**config.mk**
```make
export PLATFORM = sky130hd
export DESIGN_NAME = fpa_div_stage
export DESIGN_NICKNAME = d
export VERILOG_FILES = /design/src/hw/rtl/fixed_point_alu_core_defines.svh /design/src/hw/rtl/fpa_pkg.sv /design/src/hw/rtl/fpa_div_stage.sv
export SDC_FILE = /design/constraint.sdc
export NUM_CORES = 1
export LEC_CHECK = 0
export BUFFER_PORTS_ARGS = -buffer_cell sky130_fd_sc_hd__buf_2
export CAP_MARGIN = 20
export CORE_AREA = 2 2 186 188
export DETAILED_ROUTE_END_ITERATION = 7
export DIE_AREA = 0 0 188 190
export SYNTH_ARGS = -nofsm -noshare
export SYNTH_HDL_FRONTEND = slang
export SYNTH_SLANG_ARGS = --single-unit
```
**constraint.sdc**
```tcl
create_clock -name i_clk -period 4.5 [get_ports i_clk]
set_clock_uncertainty 0.15 [all_clocks]
set_input_delay 0.675 -clock i_clk [delete_from_list [all_inputs] [get_ports i_clk]]
set_output_delay 0.675 -clock i_clk [all_outputs]
set_load 0.005 [all_outputs]
```
**src/hw/rtl/fixed_point_alu_core_defines.svh**
```systemverilog
// Assertion macros for the fixed-point ALU.
// Depends on nothing; included by files that carry assertions.
`ifndef FIXED_POINT_ALU_CORE_DEFINES_SVH
`define FIXED_POINT_ALU_CORE_DEFINES_SVH

// Same-cycle implication
`define FPA_ASSERT_IMPL(label, clk, rst_n, ante, cons) \
    label: assert property (@(posedge clk) disable iff (!rst_n) (ante) |-> (cons)) \
        else $error("fpa assertion failed");

// Next-cycle implication
`define FPA_ASSERT_NEXT(label, clk, rst_n, ante, cons) \
    label: assert property (@(posedge clk) disable iff (!rst_n) (ante) |=> (cons)) \
        else $error("fpa assertion failed");

`endif

```
**src/hw/rtl/fpa_pkg.sv**
```systemverilog
// Package for the fixed-point ALU: transfer types, command codes, pipeline item
// and saturation helpers. No dependencies.
`timescale 1ns / 1ps
package fpa_pkg;

    localparam int FPA_FRAC_BITS_DEF = 8;
    localparam int FPA_QB            = 33;  // quotient bits, one per divider stage

    typedef enum logic [3:0] {
        CMD_ADD  = 4'd0,  CMD_SUB  = 4'd1,  CMD_MUL  = 4'd2,  CMD_DIV  = 4'd3,
        CMD_GT   = 4'd4,  CMD_LT   = 4'd5,  CMD_GE   = 4'd6,  CMD_LE   = 4'd7,
        CMD_EQ   = 4'd8,  CMD_NE   = 4'd9,  CMD_MIN  = 4'd10, CMD_MAX  = 4'd11,
        CMD_INC  = 4'd12, CMD_DEC  = 4'd13, CMD_FINT = 4'd14, CMD_TINT = 4'd15
    } t_cmd;

    typedef struct packed {
        logic [3:0]         command;
        logic signed [31:0] operand_a;
        logic signed [31:0] operand_b;
    } t_in;

    typedef struct packed {
        logic signed [31:0] result_value;
        logic               compare_true;
        logic               divide_by_zero;
    } t_out;

    // Item travelling down the pipeline
    typedef struct packed {
        t_cmd         cmd;
        logic [31:0]  res;
        logic         cmp;
        logic         dz;
        logic         neg;   // quotient sign
        logic         ovf;   // quotient beyond 33 bits
        logic [31:0]  rem;
        logic [32:0]  den;
        logic [32:0]  nlo;   // numerator bits still to bring down
        logic [32:0]  quo;
        logic [63:0]  prod;
    } t_item;

    // Signed 64-bit value clamped to 32 bits
    function automatic logic [31:0] sat64(input logic signed [63:0] v);
        logic [31:0] r;
        if (v > 64'sd2147483647) begin
            r = 32'h7fff_ffff;
        end else if (v < -64'sd2147483648) begin
            r = 32'h8000_0000;
        end else begin
            r = v[31:0];
        end
        return r;
    endfunction

    // Magnitude with sign applied, clamped to 32 bits
    function automatic logic [31:0] sat_mag(input logic [63:0] m, input logic neg);
        logic [31:0] r;
        logic [63:0] t;
        t = 64'd0 - m;
        if (neg) begin
            r = (m > 64'd2147483648) ? 32'h8000_0000 : t[31:0];
        end else begin
            r = (m > 64'd2147483647) ? 32'h7fff_ffff : m[31:0];
        end
        return r;
    endfunction

endpackage

```
**src/hw/rtl/fpa_div_stage.sv**
```systemverilog
// One restoring-division step with its pipeline register.
// Depends on fpa_pkg.
`timescale 1ns / 1ps
module fpa_div_stage (
    input  logic          i_clk,
    input  logic          i_rst_n,
    input  logic          i_en,
    input  logic          i_vld,
    input  fpa_pkg::t_item i_item,
    output logic          o_vld,
    output fpa_pkg::t_item o_item
);
    import fpa_pkg::*;

    logic  r_vld;
    t_item r_item;
    t_item n_item;
    logic [32:0] w_r2;
    logic        w_ge;

    // Bring down one numerator bit, subtract divisor when it fits
    always_comb begin
        n_item = i_item;
        w_r2   = {i_item.rem, i_item.nlo[32]};
        w_ge   = (w_r2 >= i_item.den);
        n_item.rem = w_ge ? 32'(w_r2 - i_item.den) : w_r2[31:0];
        n_item.nlo = {i_item.nlo[31:0], 1'b0};
        n_item.quo = {i_item.quo[31:0], w_ge};
    end

    always_ff @(posedge i_clk) begin
        if (!i_rst_n) begin
            r_vld <= 1'b0;
        end else if (i_en) begin
            r_vld <= i_vld;
        end
    end

    always_ff @(posedge i_clk) begin
        if (i_en) begin
            r_item <= n_item;
        end
    end

    assign o_vld  = r_vld;
    assign o_item = r_item;
endmodule

```
Yosys cells after proc, flatten, opt, wreduce, memory -nomap -nowiden
Cells that the tools add are included.
{"block": "totals", "in_bits": 239, "out_inout_bits": 236, "word_cells": 15, "register_bits": 235}
{"block": "op_classes", "n_addsub": 1, "order_cmp": 1, "n_mux": 1}
{"op": "$ge A33 B33 Y1", "count": 1}
{"op": "$mux W32", "count": 1}
{"op": "$sub A32 B32 Y32", "count": 1}

Logic depth before layout (Yosys ltp)
{"block": "depth", "depth_word": 2, "ltp_mapped": 13, "depth_no_buf": 11}

Least setup slack after synthesis
OpenSTA, ideal clock, no wires.
{"block": "synth_path", "kind": "input -> register", "startpoint": "input port i_item[150] in the netlist's numbering", "endpoint": "register r_item (netlist bit o_item[188]) (data pin)", "arrival_ns": 3.013, "setup_ns": 0.262, "setup_slack_ns": 1.075, "cell_stages": 13, "path_buffers": 3, "t_required_ns": 4.088, "cell_sequence": "inv_1 > ha_1 > buf_6 > a21o_1 > o21bai_1 > a211oi_1 > o21bai_1 > a21o_1 > o31ai_4 > o221a_1 > buf_4 > buf_8 > mux2_1"}
{"item": "start, declared", "line": "fpa_div_stage.sv:9", "text": "input fpa_pkg::t_item i_item,"}
{"item": "end signal, assigned", "line": "fpa_div_stage.sv:41", "text": "r_item <= n_item;"}
{"item": "end, declared", "line": "fpa_div_stage.sv:16", "text": "t_item r_item;"}

==> results by group <==
Status
  – Status: finished, final reports clean

Critical path
  – CP arrival: 3.54 ns
  – CP Cell Sequence: buf_2, inv_1, ha_1, a21oi_1, o21bai_1, a211oi_1, o21bai_1, a21o_1, o31ai_4, o221a_2, buf_12, mux2_1
  – R2r setup slk: 3.76 ns
  – CP delay by family, top: compound AO/OA/AOI/OAI gates
  – Slowest cell delay on critical path: 0.45 ns
  – CP Launch Point: i_item[148]
  – Most common cell type on the critical path: o21bai_1
  – Crit-path max FO: 16
  – Req. time, crit path: 4.64 ns
  – R2R depth: 2
  – CP Buf/Inv Count: 3
  – Reg2reg start: o_vld
  – CP Capture Type: flop
  – Critical path class: in -> reg
  – Slowest CP cell: o221a_2
  – CP Launch Type: input pin
  – Worst R2R End: o_vld

Pwr
  – Gate power share: 0.142
  – Sw Ratio: 0.2466
  – Cell Pwr Density: 420.0 nW/um^2
  – Clock Power Share: 0.379
  – Sequential share of power: 0.479
  – Worst-case vdd ir drop: 0.2596 mV
  – P_sw: 1.380 mW
  – Leak: 5.786 nW
  – Internal power: 4.217 mW

Placed design
  – Number of buffers inserted by port buffering: 472
  – Final RePlAce weighted congestion: 0.8570
  – Detailed placement HPWL: 24860 um
  – Placed Area: 12470 sq um
  – Placed cell count: 1511

Global routing
  – First-pass GRT wire length: 44350 um
  – GRT overflow: 0
  – Initial antenna violation count: 4
  – GRT Total Usage: 0.1658
  – Number of global-route vias before repair: 6856
  – Largest net degree at the start of global routing: 115

Floorplan
  – # rows: 68
  – I/O Pins: 475
  – Die Y: 190 um
  – Core area: 33950 sq um
  – Die footprint: 35720 sq um
  – Starting density of the core: 0.2822
  – Die W: 188 um

Worst hold path
  – Hold_sp: i_item[33]
  – Hold Path Sink: o_item[33]
  – Hold depth: 1
  – Hold Path Class: in -> reg

Route
  – Post-DR wirelength/cell: 20.16 um
  – Drt drc: 0
  – Routed WL: 31510 um
  – Routed vias/inst: 4.467
  – Drt first pass iters: 5
  – Detailed-route via count: 6982
  – Antenna viol nets, final: 0
  – Initial DRC count: 423

Timing
  – Rel. slew slack: 0.3782
  – RSZ-0062 raised after global routing: no
  – Tmin final: 3.406 ns
  – Worst Tran Pin Value: 0.9328 ns
  – Fmax: 293.6 MHz
  – TNS Setup: 0 ns
  – Slew Viols, Final: 0
  – Final Hold Vio Count: 0
  – Final period util: 0.7569
  – Setup violators final: 0
  – Final hold slack: 0.1440 ns

Logic synthesis
  – Largest family of logic cells by synthesized area: compound AO/OA/AOI/OAI gates
  – Post-synthesis mux area share: 0.03918
  – Synthesized instance count: 599
  – Mapped cell area: 9579 sq um
  – Adder-cell share of the synthesized area: 0.04519
  – Seq/Total Area, Yosys: 0.7356
  – Primary FF master, synth: edfxtp_1
  – Area contributors post-synth: edfxtp_1, ha_1, mux2_1
  – Yosys cell types: 54
  – Area leader, netlist: edfxtp_1
  – Synth warn: 0
  – XOR/XNOR Fraction of Synth Area: 0.02286
  – Simple-Gate Fraction of Synth Area: 0.05159
  – EDFF count, synth: 234
  – Synth Net Count: 872
  – Synth Area in Compound Gates: 0.07576
  – Post-synth top area share: 0.7335
  – Async SR Flop Fraction: 0
  – Number of synthesized register bits: 235
  – Mean Syn Cell Area: 15.99 sq um

Clock network
  – Clock root buffer: clkbuf_16
  – Clock Pin Slew Worst Setup and Hold Paths: 0.06 ns
  – Post-cts gate resize count: 0
  – Postcts setup bufs: 0
  – Inserted Clock Buffers: 27
  – Clk_lat worst skew: 0.55 ns
  – TritonCTS clock tree: built
  – Hold_buf cts: 0
  – Number of H-tree levels: 1
  – Clk sink count: 235
  – Clock buffer depth: 3

Cells and area
  – Layout cells sized above 1: 0.4756
  – # fillers: 3271
  – Area Overhead vs Synth: 39.12%
  – Most common cell after layout, fill and taps aside: buf_2
  – Multi-input logic area: 2251 sq um
  – Most frequent cells in the layout: buf_2, edfxtp_1, inv_1
  – Nets: 1358
  – Reg area: 7047 sq um
  – Final non-filler cell area: 13330 sq um
  – Fin cells: 1563

Job
  – # Max-Cap Violations: 0
[cells by family (layout without fill, tap and decap cells)]
| kind of cell | after synthesis | count (layout) |
|---|---|---|
| compound gates | 109 | 109 |
| xor+xnor | 25 | 25 |
| fa+ha+maj | 34 | 34 |
| buf+inv | 60 | 567 |
| flops | 235 | 235 |
| mux | 34 | 34 |
| other cells | 1 | 3 |
| simple gates | 101 | 101 |
[worst register-to-register path, delay by kind of cell, from the launching register on]
family / cells / cell delay, ns
flip-flops: 1 / 0.31
multiplexers: 1 / 0.12
AND/OR/NAND/NOR: 1 / 0.06
[how the worst max path moves through the flow]
stage	end	slack, ns	cells past startpoint
final	o_item[179]	1.09	12
after global routing	o_item[193]	0.86	12
after CTS	o_item[180]	1.01	12
after detailed placement	o_item[193]	0.43	12
after global placement	o_item[179]	0.49	12
after floorplan	o_item[188]	1.08	13
[area by class of cell]
class                   instances  area share
multi-input cells             304      0.1689
clock buffers                  33     0.05239
well taps                     455     0.04272
clock inverters                17     0.01136
diodes                          2   0.0003756
flip-flops and latches        235      0.5288
inverters                      38     0.01070
repair buffers                479      0.1848
[stage by stage]
stage	worst slack, ns	util	power, mW
6_report	1.094	0.3926	5.597
3_3_place_gp	0.4944	0.3674	3.518
3_5_place_dp	0.4291	0.3674	3.532
2_1_floorplan	1.075	-	3.063
5_1_grt	0.8620	0.3924	5.841
4_1_cts	1.008	0.3924	5.684
[routing by layer]
| layer | up-vias | global-route usage | part of all wire |
|---|---|---|---|
| met3 | 44 | 0.04999 | 0.074 |
| met2 | 285 | 0.3054 | 0.52 |
| met1 | 3370 | 0.1925 | 0.39 |
| met5 | - | 0 | 0.0017 |
| met4 | 8 | 0.02604 | 0.013 |
| li1 | 3275 | - | - |
[sequential cells by signal (all words and copies together), names as in the netlist]
| signal | count |
|---|---|
| o_item | 234 |
| o_vld | 1 |
[Yosys cell counts (all sizes together), types with 4 or more instances]
master and number:
nand2 27, inv 38, a31oi 4, nand3 12
mux2 28, nor3 6, edfxtp 234, o21bai 4
nand4 10, o31ai 6, a21o 15, a21oi 33
xor2 9, o21ai 20, xnor2 16, nor2 22
a211oi 6, buf 11, clkbuf 11, mux2i 6
ha 33, nor4 4, o21a 6, nor2b 7
[power by group through the flow]
stage | Sequential [mW] | Combinational, mW | Clock [mW]
2_1_floorplan | 2.75 | 0.308 | 0
3_3_place_gp | 2.72 | 0.796 | 0
3_5_place_dp | 2.72 | 0.808 | 0
4_1_cts | 2.68 | 0.812 | 2.19
5_1_grt | 2.70 | 0.872 | 2.27
6_report | 2.68 | 0.796 | 2.12
Power figures use the tool's default switching activity.
